### config.mk
export PLATFORM = sky130hd
export DESIGN_NAME = fat_directory_entry_parser
export DESIGN_NICKNAME = d
export VERILOG_FILES = /design/src/rtl/core/fde_pkg.sv /design/src/rtl/core/fat_directory_entry_parser.sv /design/src/rtl/core/fde_collect.sv /design/src/rtl/core/fde_format.sv /design/src/rtl/core/fde_out.sv
export SDC_FILE = /design/constraint.sdc
export NUM_CORES = 1
export LEC_CHECK = 0
export ABC_AREA = 1
export BUFFER_PORTS_ARGS = -buffer_cell sky130_fd_sc_hd__buf_2
export CORE_MARGIN = 2
export CORE_UTILIZATION = 57
export DETAILED_ROUTE_END_ITERATION = 8
export HOLD_SLACK_MARGIN = 0.06
export PLACE_DENSITY = 0.82
export SLEW_MARGIN = 20
export SYNTH_ARGS = -nofsm -noshare
export SYNTH_HDL_FRONTEND = slang
export SYNTH_SLANG_ARGS = --single-unit
### constraint.sdc
create_clock -name clk -period 6.5 [get_ports clk]
set_clock_uncertainty 0.2 [all_clocks]
set_input_delay 0.325 -clock clk [delete_from_list [all_inputs] [get_ports clk]]
set_output_delay 0.325 -clock clk [all_outputs]
set_load 0.005 [all_outputs]
### src/rtl/core/fde_pkg.sv
// Shared types and constants for the FAT directory entry parser.
// Used by every module in rtl/core; no dependencies.
package fde_pkg;

    localparam int unsigned ENTRY_BYTES = 32;
    localparam int unsigned POS_W       = $clog2(ENTRY_BYTES);
    localparam int unsigned COUNT_W     = 16;

    localparam logic [POS_W-1:0]   LAST_POS     = POS_W'(ENTRY_BYTES - 1);
    localparam logic [7:0]         MARK_END     = 8'h00;
    localparam logic [7:0]         MARK_DELETED = 8'hE5;
    localparam logic [7:0]         ATTR_VOLUME  = 8'h08;
    localparam logic [7:0]         ATTR_LOW     = 8'h0F;
    localparam logic [7:0]         ATTR_DIR     = 8'h10;
    localparam logic [7:0]         SPACE_CHAR   = 8'h20;
    localparam logic [COUNT_W-1:0] COUNT_MAX    = '1;
    localparam logic [COUNT_W-1:0] MAX_RESET    = 16'd65535;

    localparam logic KIND_FILE = 1'b0;
    localparam logic KIND_END  = 1'b1;

    typedef logic [ENTRY_BYTES-1:0][7:0] entry_bytes_t;

    typedef struct packed {
        logic               fire;
        logic               is_end;
        logic [COUNT_W-1:0] count;
        logic               last;
    } entry_ctrl_t;

    typedef struct packed {
        logic               kind;
        logic [63:0]        name_chars;
        logic [3:0]         name_len;
        logic [23:0]        ext_chars;
        logic [1:0]         ext_len;
        logic [7:0]         attributes;
        logic               is_directory;
        logic [31:0]        start_cluster;
        logic [31:0]        file_size;
        logic [COUNT_W-1:0] entry_count;
        logic               last;
    } result_t;

endpackage

### src/rtl/core/fat_directory_entry_parser.sv
// Top level of the FAT short directory entry parser.
// Instantiates fde_collect, fde_format and fde_out; depends on fde_pkg.
//
// Usage:
//   Item channel (item_valid/item_stall) carries one directory byte per
//   transfer plus new_listing, which restarts position, count and done.
//   Every 32nd byte closes an entry; an accepted file entry or the
//   end-of-directory marker produces one result on the result channel
//   (result_valid/result_stall). Deleted, volume, and entries with any
//   low attribute bit give no result.
//   Throughput: one byte per cycle while item_stall is low. The result
//   appears the cycle after the transfer of the entry's final byte.
//   item_stall rises only when a result is held by a stalled receiver and
//   the next byte would close an entry; all other bytes keep flowing.
//   Config channel (cfg_valid/cfg_ready/cfg_data) writes max_entries;
//   cfg_ready is always high.
//   Reset clears position, count, done and the result valid flag;
//   max_entries resets to 65535.
module fat_directory_entry_parser (
    input  logic        clk,
    input  logic        rst_n,
    input  logic        item_valid,
    output logic        item_stall,
    input  logic [7:0]  data_byte,
    input  logic        new_listing,
    input  logic        cfg_valid,
    output logic        cfg_ready,
    input  logic [15:0] cfg_data,
    output logic        result_valid,
    input  logic        result_stall,
    output logic        kind,
    output logic [63:0] name_chars,
    output logic [3:0]  name_len,
    output logic [23:0] ext_chars,
    output logic [1:0]  ext_len,
    output logic [7:0]  attributes,
    output logic        is_directory,
    output logic [31:0] start_cluster,
    output logic [31:0] file_size,
    output logic [15:0] entry_count,
    output logic        last
);
    import fde_pkg::*;

    logic [COUNT_W-1:0] max_reg;
    logic               take, hold, at_last_pos;
    entry_bytes_t       entry_bytes;
    entry_ctrl_t        ctrl;
    result_t            res_comb, res_q;

    assign cfg_ready  = 1'b1;
    assign item_stall = hold && at_last_pos;
    assign take       = item_valid && !item_stall;

    always_ff @(posedge clk or negedge rst_n)
    begin
        if (!rst_n)
        begin
            max_reg <= MAX_RESET;
        end
        else if (cfg_valid && cfg_ready)
        begin
            max_reg <= cfg_data;
        end
    end

    fde_collect u_collect (
        .clk         (clk),
        .rst_n       (rst_n),
        .take        (take),
        .data_byte   (data_byte),
        .new_listing (new_listing),
        .max_entries (max_reg),
        .at_last_pos (at_last_pos),
        .entry_bytes (entry_bytes),
        .ctrl        (ctrl)
    );

    fde_format u_format (
        .entry_bytes (entry_bytes),
        .ctrl        (ctrl),
        .result      (res_comb)
    );

    fde_out u_out (
        .clk          (clk),
        .rst_n        (rst_n),
        .load         (ctrl.fire),
        .result_in    (res_comb),
        .result_stall (result_stall),
        .result_valid (result_valid),
        .hold         (hold),
        .result_out   (res_q)
    );

    assign kind          = res_q.kind;
    assign name_chars    = res_q.name_chars;
    assign name_len      = res_q.name_len;
    assign ext_chars     = res_q.ext_chars;
    assign ext_len       = res_q.ext_len;
    assign attributes    = res_q.attributes;
    assign is_directory  = res_q.is_directory;
    assign start_cluster = res_q.start_cluster;
    assign file_size     = res_q.file_size;
    assign entry_count   = res_q.entry_count;
    assign last          = res_q.last;

`ifndef SYNTHESIS
    a_end_is_last: assert property (@(posedge clk) disable iff (!rst_n)
        result_valid && kind == KIND_END |-> last)
        else $error("end marker result without last");

    a_end_fields_zero: assert property (@(posedge clk) disable iff (!rst_n)
        result_valid && kind == KIND_END |-> name_len == 4'd0 && file_size == 32'd0)
        else $error("end marker result with nonzero entry fields");

    a_file_count: assert property (@(posedge clk) disable iff (!rst_n)
        result_valid && kind == KIND_FILE |-> entry_count != 16'd0)
        else $error("file result with zero count");

    a_stall_cause: assert property (@(posedge clk) disable iff (!rst_n)
        item_stall |-> result_valid && result_stall)
        else $error("input stalled without a held result");
`endif

endmodule

### src/rtl/core/fde_collect.sv
// Byte collector: entry buffer, byte position, accepted count and done flag.
// Judges each entry on its final byte. Depends on fde_pkg.
module fde_collect (
    input  logic                        clk,
    input  logic                        rst_n,
    input  logic                        take,
    input  logic [7:0]                  data_byte,
    input  logic                        new_listing,
    input  logic [fde_pkg::COUNT_W-1:0] max_entries,
    output logic                        at_last_pos,
    output fde_pkg::entry_bytes_t       entry_bytes,
    output fde_pkg::entry_ctrl_t        ctrl
);
    import fde_pkg::*;

    logic [7:0]         buf_reg [0:ENTRY_BYTES-2];
    logic [POS_W-1:0]   pos_reg, pos_next, pos_eff;
    logic [COUNT_W-1:0] cnt_reg, cnt_next, cnt_eff, cnt_inc, limit;
    logic               done_reg, done_next, done_eff;
    logic               last_byte, is_end, skip, stop;
    logic [7:0]         attr;

    always_comb
    begin
        pos_eff  = new_listing ? '0 : pos_reg;
        cnt_eff  = new_listing ? '0 : cnt_reg;
        done_eff = new_listing ? 1'b0 : done_reg;

        for (int i = 0; i < ENTRY_BYTES - 1; i++)
        begin
            entry_bytes[i] = buf_reg[i];
        end
        entry_bytes[ENTRY_BYTES-1] = data_byte;

        last_byte = (pos_eff == LAST_POS);
        attr      = buf_reg[11];
        is_end    = (buf_reg[0] == MARK_END);
        skip      = (buf_reg[0] == MARK_DELETED) || ((attr & (ATTR_VOLUME | ATTR_LOW)) != 8'h00);
        cnt_inc   = (cnt_eff != COUNT_MAX) ? cnt_eff + COUNT_W'(1) : cnt_eff;
        limit     = (max_entries == '0) ? COUNT_W'(1) : max_entries;
        stop      = (cnt_inc >= limit);

        ctrl.fire   = take && !done_eff && last_byte && (is_end || !skip);
        ctrl.is_end = is_end;
        ctrl.count  = is_end ? cnt_eff : cnt_inc;
        ctrl.last   = is_end || stop;

        pos_next  = pos_reg;
        cnt_next  = cnt_reg;
        done_next = done_reg;
        if (take)
        begin
            pos_next  = pos_eff;
            cnt_next  = cnt_eff;
            done_next = done_eff;
            if (!done_eff)
            begin
                if (!last_byte)
                begin
                    pos_next = pos_eff + POS_W'(1);
                end
                else
                begin
                    pos_next = '0;
                    if (is_end)
                    begin
                        done_next = 1'b1;
                    end
                    else if (!skip)
                    begin
                        cnt_next  = cnt_inc;
                        done_next = stop;
                    end
                end
            end
        end
    end

    assign at_last_pos = (pos_reg == LAST_POS);

    always_ff @(posedge clk or negedge rst_n)
    begin
        if (!rst_n)
        begin
            pos_reg  <= '0;
            cnt_reg  <= '0;
            done_reg <= 1'b0;
        end
        else
        begin
            pos_reg  <= pos_next;
            cnt_reg  <= cnt_next;
            done_reg <= done_next;
        end
    end

    always_ff @(posedge clk)
    begin
        if (take && !done_eff && !last_byte)
        begin
            buf_reg[pos_eff] <= data_byte;
        end
    end

endmodule

### src/rtl/core/fde_format.sv
// Result assembly: 8.3 name and extension lengths, cluster and size fields.
// Purely combinational. Depends on fde_pkg.
module fde_format (
    input  fde_pkg::entry_bytes_t entry_bytes,
    input  fde_pkg::entry_ctrl_t  ctrl,
    output fde_pkg::result_t      result
);
    import fde_pkg::*;

    logic [3:0] nlen;
    logic [1:0] elen;
    logic       nhit, ehit;

    always_comb
    begin
        nlen = '0;
        nhit = 1'b0;
        for (int i = 0; i < 8; i++)
        begin
            if (entry_bytes[i] == SPACE_CHAR)
            begin
                nhit = 1'b1;
            end
            else if (!nhit)
            begin
                nlen = nlen + 4'd1;
            end
        end
        elen = '0;
        ehit = 1'b0;
        for (int i = 8; i < 11; i++)
        begin
            if (entry_bytes[i] == SPACE_CHAR)
            begin
                ehit = 1'b1;
            end
            else if (!ehit)
            begin
                elen = elen + 2'd1;
            end
        end

        result             = '0;
        result.entry_count = ctrl.count;
        result.last        = ctrl.last;
        if (ctrl.is_end)
        begin
            result.kind = KIND_END;
        end
        else
        begin
            result.kind          = KIND_FILE;
            result.name_chars    = {entry_bytes[7], entry_bytes[6], entry_bytes[5],
                                    entry_bytes[4], entry_bytes[3], entry_bytes[2],
                                    entry_bytes[1], entry_bytes[0]};
            result.name_len      = nlen;
            result.ext_chars     = {entry_bytes[10], entry_bytes[9], entry_bytes[8]};
            result.ext_len       = elen;
            result.attributes    = entry_bytes[11];
            result.is_directory  = (entry_bytes[11] & ATTR_DIR) != 8'h00;
            result.start_cluster = {entry_bytes[21], entry_bytes[20],
                                    entry_bytes[27], entry_bytes[26]};
            result.file_size     = {entry_bytes[31], entry_bytes[30],
                                    entry_bytes[29], entry_bytes[28]};
        end
    end

endmodule

### src/rtl/core/fde_out.sv
// Result register with valid/stall handshake toward the receiver.
// Depends on fde_pkg.
module fde_out (
    input  logic             clk,
    input  logic             rst_n,
    input  logic             load,
    input  fde_pkg::result_t result_in,
    input  logic             result_stall,
    output logic             result_valid,
    output logic             hold,
    output fde_pkg::result_t result_out
);
    import fde_pkg::*;

    logic    valid_reg, valid_next;
    result_t res_reg;

    always_comb
    begin
        valid_next = valid_reg;
        if (load)
        begin
            valid_next = 1'b1;
        end
        else if (valid_reg && !result_stall)
        begin
            valid_next = 1'b0;
        end
    end

    always_ff @(posedge clk or negedge rst_n)
    begin
        if (!rst_n)
        begin
            valid_reg <= 1'b0;
        end
        else
        begin
            valid_reg <= valid_next;
        end
    end

    always_ff @(posedge clk)
    begin
        if (load)
        begin
            res_reg <= result_in;
        end
    end

    assign result_valid = valid_reg;
    assign hold         = valid_reg && result_stall;
    assign result_out   = res_reg;

endmodule

# --- After elaboration in Yosys (flattened, before gate mapping) ---
# Memories as Yosys holds them, arrays and structs flattened. A register that Yosys moved wholly into a read port is not among the register bits.
# Cells that the tools add are included.
classes:
  n_addsub: 11
  order_cmp: 1
  n_eq_ne: 15
  mux: 50
  reduce_logical: 20
ops:
  columns: ["operator", "count"]
  rows:
  - ["$mux W16", 8]
  - ["$eq A8 B6 Y1 const B", 11]
  - ["$mux W4", 14]
  - ["$add A4 B1 Y4 const B", 6]
  - ["$mux W1", 21]
  - ["$add A16 B1 Y16 const B", 1]
  - ["$ge A16 B16 Y1", 1]
  - ["$logic_not A16 Y1", 1]
  - ["$ne A16 B16 Y1 const B", 1]
  - ["$mux W5", 3]
  - ["$eq A5 B5 Y1 const B", 2]
  - ["$eq A8 B8 Y1 const B", 1]
  - ["$logic_and A1 B1 Y1", 8]
  - ["$logic_not A8 Y1", 1]
  - ["$mux W2", 4]
  - ["$reduce_bool A8 Y1", 1]
  - ["$add A5 B1 Y5 const B", 1]
  - ["$logic_not A1 Y1", 5]
  - ["$add A1 B1 Y2 const B", 2]
  - ["$logic_or A1 B1 Y1", 3]
  - ["$add A2 B1 Y2 const B", 1]
  - ["$reduce_bool A2 Y1", 1]
totals:
  ff_bits: 192
  ramBits: 248
  in_bits: 30
  output_inout_bits: 188
  word_cells: 113
  mem_count: 1
memory_table:
  columns: ["name", "words", "word_bits", "read_ports", "rd_clocked_by_memory_dff", "wr", "line_no", "rtl"]
  rows:
  - ["u_collect.buf_reg", 31, 8, 19, 7, 1, "fde_collect.sv:16", "logic [7:0] buf_reg [0:ENTRY_BYTES-2];"]

# --- Depth between registers and ports, before layout ---
# Gate-level depths: netlist of run 1.
# An unclocked memory read counts as a cell.
logic_depth:
  depth_word: 24
  mapped_depth: 23
  depth_no_buf: 22

# --- By module ---
# A second synthesis of run 1 with hierarchy kept.
unflattened:
  hier_cells: 1495
  hier_area_um2: 18838.1
by_module_without_submodules:
  columns: ["module", "n_inst", "cells_each", "area_each_um2", "seq_area_each_um2"]
  rows:
  - ["fde_collect", 1, 715, 10319.9, 7997.7]
  - ["fde_out", 1, 190, 5595.4, 5580.4]
  - ["fde_format", 1, 516, 2230.9, 0.0]
  - ["fat_directory_entry_parser", 1, 74, 691.9, 420.4]

# --- Worst setup path before layout of run 1 ---
# OpenSTA, ideal clock, no wires.
synth_timing:
  kind: "input-to-reg"
  startpoint: "input new_listing"
  endpoint: "register, netlist name file_size[0]"
  setup_ns: 0.536
  arrival_time_ns: 5.319
  required_ns: 5.764
  slack_ns: 0.445
  cell_stages: 10
  path_buffers: 2
  path_cell_list: "buf_6 > buf_1 > nor2_1 > ha_1 > and3_1 > ha_1 > inv_1 > a211oi_1 > nand2_1 > inv_1"
synth_lines:
  columns: ["item", "line_no", "rtl"]
  rows:
  - ["start, declared", "fat_directory_entry_parser.sv:25", "input logic new_listing,"]

==> flow_metrics.tcl, run 1 <==
set metrics [dict create \
    ys_warn_count 0 \
    status "finished, final reports clean" \
    cts_buffers 39 \
    dieWidth_um 168.0 \
    startpoint_type "register" \
    period_needed_ns 4.202 \
    hp-class "in -> reg" \
    synthTopCellsByCount "336 x edfxtp_1, 253 x nor2_1, 239 x inv_1, 133 x nand2_1, 48 x o21ai_0" \
    grt_max_degree 119 \
    power_density_nw_per_um2 274.9 \
    first_global_vias 9943 \
    finalCritPeriodShare 0.6464 \
    vias 9990 \
    drcViolationCount 0 \
    fin_setup_tns_ns 0 \
    setup_viol 0 \
    worstSkewPairLatency_ns 0.54 \
    grt_pass1_wl_um 52770 \
    yosysSeqAreaShare 0.7232 \
    cp_max_fo 101 \
    whs_ns 0.08727 \
    grt_util_all_layers 0.2423 \
    cts_resized 0 \
    postSynthAreaPerCell_um2 11.91 \
    grt_setup_unrepaired "false" \
    io_buffer_count 216 \
    dpl_cell_area_um2 16700 \
    antenna_found_initial 0 \
    crit_path_end_kind "register" \
    synth-edff-count 336 \
    cts_root_buffer "clkbuf_16" \
    rows 60 \
    crit_type "reg -> reg" \
    place.gp.congestion 0.9136 \
    largest_register_ffs 152 \
    async_flop_share 0.1040 \
    hold_violations 0 \
    initial_core_util 0.5752 \
    synth_top_cell_area_share 0.6582 \
    maxCapViolCount 0 \
    synth_nets 1343 \
    netlist_instances 1287 \
    cts.clk_slew.worst_paths_ns 0.06 \
    totalWireLength_um 33970 \
    design.die.area_um2 28220 \
    cts_buffer_depth 3 \
    cts_tree "built" \
    final_cell_area_um2 18310 \
    nNetsFinal 1598 \
    worstPathArrival_ns 4.16 \
    synth_area_um2 15330 \
    drive_gt1_frac 0.2225 \
    worstPathRequired_ns 6.46 \
    leakagePower_uw 0.007591 \
    syn_to_final_growth_pct 19.43 \
    ctsHoldBuffers 34 \
    synth-seq-cells 375 \
    grt_busiest_layer "met2" \
    use_met1 0.3149 \
    yosysUniqueCellTypes 48 \
    synth_most_common_cell "edfxtp_1" \
    use_met3 0.03949 \
    dr.pass1.iters 5 \
    routedWlPerCell_um 17.75 \
    synth_ff_type "edfxtp_1" \
    worst_pin_slew_ns 0.9582 \
    totalPowerFinal_uw 5033 \
    drt_iter0_drc 804 \
    clock_sinks 375 \
    core_um2 26650 \
    antenna_cells 0 \
    post-cts-setup-buffer-count 0 \
    grt-ovfl-total 0 \
    maxSlewHeadroom 0.3612 \
    ioPinCount 218 \
    vias_per_cell 5.219 \
    met2_usage 0.4091 \
    htreeDepth 2 \
    hpwl_um 21560 \
    max_freq_mhz 238.0 \
    vdd_drop_max_uv 181.0 \
    synth_top_area_cell "edfxtp_1" \
    final_max_slew_viol_count 0 \
    ant_nets 0 \
    synthTopCellsByArea "edfxtp_1 66%, nor2_1 6.2%, inv_1 5.9%" \
    die_y_um 168.0 \
]
==> worst max-delay path, cell delays in order, from the launching register on <==
cell	delay, ns
edfxtp_1	0.44
inv_1	0.09
nand2_1	0.09
nor4_4	0.24
clkinv_1	0.67
a211oi_1	0.51
nand2_1	0.19
inv_6	0.69
buf_4	0.61
==> report_power, final <==
part           switching [µW]  total (µW)  internal [µW]
registers                16.5        2670           2650
logic                     136         199           63.8
clock network             915        2160           1250
total                    1070        5030           3970
==> path summary, 6_finish.rpt <==
path	from	end	slack, ns	cells after the start
max	u_collect.buf_reg[0][6]	u_out.result_out[141]	2.30	8
min	cfg_valid	max_reg[13]	0.09	2
max reg2reg	u_collect.buf_reg[0][6]	u_out.result_out[141]	2.30	8
min reg2reg	u_collect.buf_reg[0][2]	u_out.result_out[122]	0.29	0
max in group asynchronous	rst_n	u_collect.pos_reg[3]	5.22	2
min in group asynchronous	rst_n	u_collect.cnt_reg[10]	0.28	2
==> placed cells by master (no fill, tap or decap), types with 10 or more instances in the layout <==
cell and n:
edfxtp_1 336, nor2_1 253, inv_1 238, buf_2 216, nand2_1 133, o21ai_0 48
clkbuf_16 39, dlygate4sd3_1 34, a21oi_1 30, ha_1 26, nand3_1 25, dfrtp_1 23
nand4_1 20, dfstp_2 16, nand2_2 11, clkinv_2 11, nor2_4 10
==> layout make-up <==
cell class | count | area, µm²
well taps | 341 | 426.7
flip-flops and latches | 375 | 11090
repair buffers | 255 | 1463
clock buffers | 45 | 1008
inverters | 247 | 937.1
fillers | 1793 | 8344
multi-input cells | 624 | 3136
clock inverters | 27 | 250.2
==> layer usage <==
| layer | share of wire | vias up |
|---|---|---|
| li1 | - | 4721 |
| met1 | 0.39 | 4756 |
| met2 | 0.50 | 424 |
| met5 | 0 | - |
| met4 | 0.038 | 0 |
| met3 | 0.067 | 89 |
==> logic make-up after synthesis <==
kind of cell,Yosys count,share of synthesized area
compound gates,103,0.03861
xor+xnor,9,0.005633
fa+ha+maj,26,0.02122
buf+inv,288,0.07224
flops,375,0.7232
other cells,1,0.0002446
simple gates,485,0.1388
==> per-stage QoR <==
stage | setup WS [ns] | utilization | cells
final | 2.298 | 0.6869 | 1914
after global routing | 1.940 | 0.6869 | 1914
after CTS | 2.292 | 0.6868 | 1914
after detailed placement | 2.305 | 0.6268 | 1808
after global placement | 2.455 | 0.6268 | 1808
after floorplan | 0.4446 | - | 1287
Note: power is estimated with default switching activity, not from simulation.
==> run 2, diff against run 1 <==
--- a/config.mk
+++ b/config.mk
@@ -5,13 +5,13 @@
 export SDC_FILE = /design/constraint.sdc
 export NUM_CORES = 1
 export LEC_CHECK = 0
-export ABC_AREA = 1
+export ABC_AREA = 0
 export BUFFER_PORTS_ARGS = -buffer_cell sky130_fd_sc_hd__buf_2
 export CORE_MARGIN = 2
 export CORE_UTILIZATION = 57
 export DETAILED_ROUTE_END_ITERATION = 8
 export HOLD_SLACK_MARGIN = 0.06
-export PLACE_DENSITY = 0.82
+export PLACE_DENSITY = 0.83
 export SLEW_MARGIN = 20
 export SYNTH_ARGS = -nofsm -noshare
 export SYNTH_HDL_FRONTEND = slang
==> constraint.sdc (replaced) <==
create_clock -name clk -period 4.05 [get_ports clk]
set_clock_uncertainty 0.2 [all_clocks]
set_input_delay 0.2025 -clock clk [delete_from_list [all_inputs] [get_ports clk]]
set_output_delay 0.2025 -clock clk [all_outputs]
set_load 0.005 [all_outputs]
==> flow_metrics.tcl, run 2 <==
set metrics [dict create \
    ys_warn_count 0 \
    pwr-share-seq 0.544 \
    leakagePower_uw 0.006894 \
    drt_iter0_drc 800 \
    synth_area_um2 15040 \
    synth_nets 1079 \
    grt_util_all_layers 0.2420 \
    p_switching_uw 1619 \
    synth-seq-cells 375 \
    dp_cells 1545 \
    htreeDepth 2 \
    final_cell_area_um2 18470 \
    largest_register_ffs 152 \
    ioPinCount 218 \
    instances_no_fill 1679 \
    netlist_instances 1023 \
    totalPowerFinal_uw 7909 \
    synthTopCellsByArea "edfxtp_1 67%, and2_1 6.6%, dfrtp_1 3.8%" \
    first_global_vias 9458 \
    cts.clk_slew.worst_paths_ns 0.06 \
    rrSetupSlack_ns 0.17 \
    slowest_delay_ns 0.44 \
    p_sw_frac 0.2047 \
    yosysSeqAreaShare 0.7370 \
    synth_top_area_cell "edfxtp_1" \
    cts_root_buffer "clkbuf_16" \
    worstPathRequired_ns 4.11 \
    combPwrFrac 0.038 \
    maxCapViolCount 0 \
    hold_violations 0 \
    critPathBufInv 2 \
    worstPathArrival_ns 3.95 \
    layout_commonest_cell "edfxtp_1" \
    antenna_cells 0 \
    synth_top_cell_area_share 0.6708 \
    finalCritPeriodShare 0.9585 \
    crit_type "reg -> reg" \
    max_freq_mhz 257.6 \
    most-common-layout-cells "336 x edfxtp_1, 216 x buf_2, 158 x and2_1" \
    design.die.area_um2 27700 \
    nNetsFinal 1372 \
    vdd_drop_max_uv 328.1 \
    postSynthAreaPerCell_um2 14.70 \
    worstSkewPairLatency_ns 0.53 \
    rows 59 \
    grt_pass1_wl_um 51650 \
    place.gp.congestion 0.8876 \
    setup_viol 0 \
    synthTopCellsByCount "336 x edfxtp_1, 158 x and2_1, 71 x nand2_1, 54 x nor2_1, 47 x o21ai_0" \
    cts_buffers 37 \
    vias 9219 \
    critical_path.top_delay_family "simple AND/OR/NAND/NOR gates" \
    grt-ovfl-total 0 \
    dieWidth_um 166.4 \
    synth_most_common_cell "edfxtp_1" \
    routedWlPerCell_um 20.07 \
    core_um2 25980 \
    synth_ff_type "edfxtp_1" \
    multi_input_area_um2 3814 \
    die_y_um 166.4 \
    fillers 1663 \
    syn_to_final_growth_pct 22.79 \
    clock_power_share 0.418 \
    status "finished, final reports clean" \
    final_max_slew_viol_count 0 \
    totalWireLength_um 33700 \
    power_density_nw_per_um2 428.2 \
    crit_path_end_kind "register" \
    maxSlewHeadroom 0.3031 \
    grt_setup_unrepaired "true" \
    dpl_cell_area_um2 16590 \
    initial_core_util 0.5788 \
    vias_per_cell 5.491 \
    dr.pass1.iters 7 \
    clock_sinks 375 \
    io_buffer_count 216 \
    yosysUniqueCellTypes 73 \
    hpwl_um 21000 \
    internal_power_uw 6290 \
    antenna_found_initial 0 \
    slowest_stage "edfxtp_1" \
    grt_max_degree 143 \
    worst_pin_slew_ns 1.045 \
    ant_nets 0 \
    async_flop_share 0.1040 \
    seqCellArea_um2 11090 \
    cp_max_fo 4 \
    drive_gt1_frac 0.2634 \
    startpoint_type "register" \
    cts_tree "built" \
    cts_buffer_depth 3 \
    period_needed_ns 3.882 \
    hp-class "in -> async" \
    synth-edff-count 336 \
    path_cells "nor4_2 > buf_4 > nand3_2 > nand2_2 > inv_1 > ha_1 > nand3_1 > a21oi_1 > o41ai_2 > nand2_1 > a21oi_1 > ha_1 > nor3b_2 > o31ai_1 > and2_1 > ha_1 > nand2_1 > a21oi_1" \
    drcViolationCount 0 \
]
[run 2: kinds of logic (layout without fill, tap and decap cells)]
group / after synthesis / count (layout) / synth area share
other cells: 1 / 1 / 0.0002493
xor+xnor: 27 / 27 / 0.01572
fa+ha+maj: 26 / 26 / 0.02163
flops: 375 / 375 / 0.7370
simple gates: 398 / 398 / 0.1512
compound gates: 118 / 118 / 0.04950
mux: 7 / 7 / 0.004908
buf+inv: 71 / 392 / 0.01972
[run 2: final cells by class]
cell class,instances,area share
flip-flops and latches,375,0.6002
multi-input cells,577,0.2065
repair buffers,301,0.1026
clock buffers,50,0.05277
well taps,335,0.02269
clock inverters,17,0.01023
inverters,24,0.005013
[run 2: power by group through the flow]
stage	Clock, µW	Sequential (µW)	Combinational, µW
floorplan	0	4360	154
global placement	0	4370	230
detailed placement	0	4380	239
CTS	3350	4300	293
global route	3500	4300	335
finish	3300	4300	304
[run 2: per-layer routing]
metal	track usage	up-vias	share of wire
met5	0	-	0
met4	0.09295	0	0.032
met3	0.04563	80	0.063
met2	0.4181	338	0.51
met1	0.3063	4505	0.40
li1	-	4296	-
[run 2: path summary, 6_finish.rpt]
check,startpoint,end,depth (start not counted)
max,u_collect.buf_reg[0][6],u_out.result_out[117],18
min,rst_n,u_collect.cnt_reg[14],2
max reg2reg,u_collect.buf_reg[0][6],u_out.result_out[117],18
min reg2reg,u_collect.buf_reg[0][1],u_out.result_out[121],0
max in group asynchronous,rst_n,u_collect.done_reg,2
min in group clk,u_collect.buf_reg[0][1],u_out.result_out[121],0
[run 2: through the flow]
step | hold slack, ns | worst slack, ns | TNS (ns) | util
4_1_cts | 0.1403 | 0.06415 | 0 | 0.7062
3_5_place_dp | 0.1650 | 0.1360 | 0 | 0.6383
2_1_floorplan | -0.2931 | -0.6419 | -118.11 | -
6_report | 0.1488 | 0.1680 | 0 | 0.7108
5_1_grt | 0.2332 | -0.1126 | -0.1812 | 0.7108
3_3_place_gp | 0.1740 | 0.1765 | 0 | 0.6383
[run 2: repair_timing]
item	CTS	global route
resized for setup	0	17
hold buffers	60	0
hold endpoints to repair	224	0
buffers inserted	0	7
endpoints found under the setup margin	0	5
==> run 3, diff against run 2 <==
==> constraint.sdc (replaced) <==
create_clock -name clk -period 4.05 [get_ports clk]
set_clock_uncertainty 0.2 [all_clocks]
set_input_delay 0.2025 -clock clk [delete_from_list [all_inputs] [get_ports clk]]
set_output_delay 0.2025 -clock clk [all_outputs]
set_load 0.1 [all_outputs]
==> flow_metrics.tcl, run 3 (synthesis gave the netlist of run 2 again) <==
set metrics [dict create \
    fillers 1616 \
    cts_tree "built" \
    cts_root_buffer "clkbuf_16" \
    finalCritPeriodShare 0.9523 \
    leakagePower_uw 0.006895 \
    crit_type "reg -> reg" \
    grt_setup_unrepaired "true" \
    period_needed_ns 3.857 \
    seqCellArea_um2 11090 \
    totalWireLength_um 34960 \
    final_max_slew_viol_count 0 \
    first_global_vias 9520 \
    rows 59 \
    cts_buffers 37 \
    most-common-layout-cells "336 x edfxtp_1, 216 x buf_2, 158 x and2_1" \
    fin_setup_tns_ns 0 \
    grt_max_degree 117 \
    dpl_cell_area_um2 16630 \
    ioPinCount 218 \
    die_y_um 166.4 \
    worstPathRequired_ns 4.26 \
    cts.clk_slew.worst_paths_ns 0.06 \
    power_density_nw_per_um2 421.9 \
    htreeDepth 2 \
    worst_pin_slew_ns 0.9356 \
    drcViolationCount 0 \
    antenna_found_initial 0 \
    ant_nets 0 \
    hpwl_um 21460 \
    startpoint_type "register" \
    drt_iter0_drc 1038 \
    place.gp.congestion 0.8994 \
    worstSkewPairLatency_ns 0.52 \
    largest_register_ffs 152 \
    vdd_drop_max_uv 377.1 \
    io_buffer_count 216 \
    drive_gt1_frac 0.2690 \
    multi_input_area_um2 3832 \
    initial_core_util 0.5788 \
    crit_path_end_kind "register" \
    r2r_start "u_collect.cnt_reg[0]" \
    cp_max_fo 7 \
    clock_sinks 375 \
    nNetsFinal 1372 \
    design.die.area_um2 27700 \
    setup_viol 0 \
    dieWidth_um 166.4 \
    grt_pass1_wl_um 53400 \
    routedWlPerCell_um 20.85 \
    hold_violations 0 \
    rrSetupSlack_ns 0.19 \
    vias_per_cell 5.623 \
    hp-class "in -> async" \
    worstPathArrival_ns 4.06 \
    maxSlewHeadroom 0.3763 \
    antenna_cells 0 \
    max_freq_mhz 259.3 \
    reg2reg_to "u_collect.done_reg" \
    cts_buffer_depth 3 \
    syn_to_final_growth_pct 22.45 \
    slowest_delay_ns 0.45 \
    dr.pass1.iters 6 \
    r2r_cells 15 \
    grt-ovfl-total 0 \
    maxCapViolCount 0 \
    core_um2 25980 \
    final_cell_area_um2 18420 \
    status "finished, final reports clean" \
    slowest_stage "a311o_1" \
    vias 9429 \
    layout_commonest_cell "edfxtp_1" \
    path_cells "nor2b_1 > ha_1 > nand4_4 > or2_1 > nor3_4 > buf_4 > nor2_1 > xnor2_1 > nor2_1 > ha_1 > a21o_1 > a21oi_1 > o211ai_1 > a311o_1 > a22o_1" \
    grt_util_all_layers 0.2516 \
]
run 3: cell type report:
class / count / share of cell area
Sequential cell: 375 / 0.6021
Clock inverter: 18 / 0.007677
Multi-Input combinational cell: 577 / 0.2081
Timing Repair Buffer: 301 / 0.1020
Clock buffer: 47 / 0.05231
Tap cell: 335 / 0.02276
Inverter: 24 / 0.005027
run 3: worst max-delay path by stage:
stage,cells past startpoint,startpoint,slack [ns],end
CTS,17,u_collect.buf_reg[0][0],0.03,u_out.result_out[118]
finish,15,u_collect.cnt_reg[0],0.19,u_collect.done_reg
global placement,18,u_collect.buf_reg[2][1],0.24,u_out.result_out[117]
floorplan,10,new_listing,-0.64,file_size[0]
detailed placement,18,u_collect.buf_reg[2][1],0.06,u_out.result_out[118]
global route,17,u_collect.buf_reg[0][6],-0.04,u_out.result_out[118]
run 3: report_power, final:
part | switching, µW | internal (µW)
registers | 48.2 | 4260
logic | 184 | 127
clock network | 1390 | 1760
total | 1620 | 6150
run 3: critical path, delay by kind of cell (launching register included):
kind            cells  cell delay (ns)
compound gates      5             1.23
simple gates        6             1.13
fa+ha+maj           2             0.46
flops               1             0.39
buf+inv             1             0.19
xor+xnor            1             0.14
run 3: metrics by stage:
| stage | total power [µW] | cells | hold slack [ns] | setup WS, ns | utilization |
|---|---|---|---|---|---|
| 5_1_grt | 8005 | 1677 | 0.2379 | -0.04182 | 0.7088 |
| 2_1_floorplan | 4518 | 1023 | -0.2931 | -0.6413 | - |
| 3_5_place_dp | 4622 | 1549 | 0.1948 | 0.06180 | 0.6398 |
| 3_3_place_gp | 4606 | 1549 | 0.1769 | 0.2383 | 0.6398 |
| 6_report | 7770 | 1677 | 0.1609 | 0.1933 | 0.7088 |
| 4_1_cts | 7785 | 1673 | 0.1807 | 0.02516 | 0.7051 |
run 3: layer usage:
metal,track usage,up-vias,share of wire
li1,-,4312,-
met2,0.4438,435,0.53
met3,0.03921,97,0.066
met1,0.3190,4585,0.37
met5,0,-,0
met4,0.08921,0,0.034
run 3: what timing repair did:
item                                    CTS  global route
endpoints found under the setup margin    0             5
resized for setup                         0            15
buffers inserted                          0             4
hold buffers                             59             0
endpoints found under the hold margin   204             0
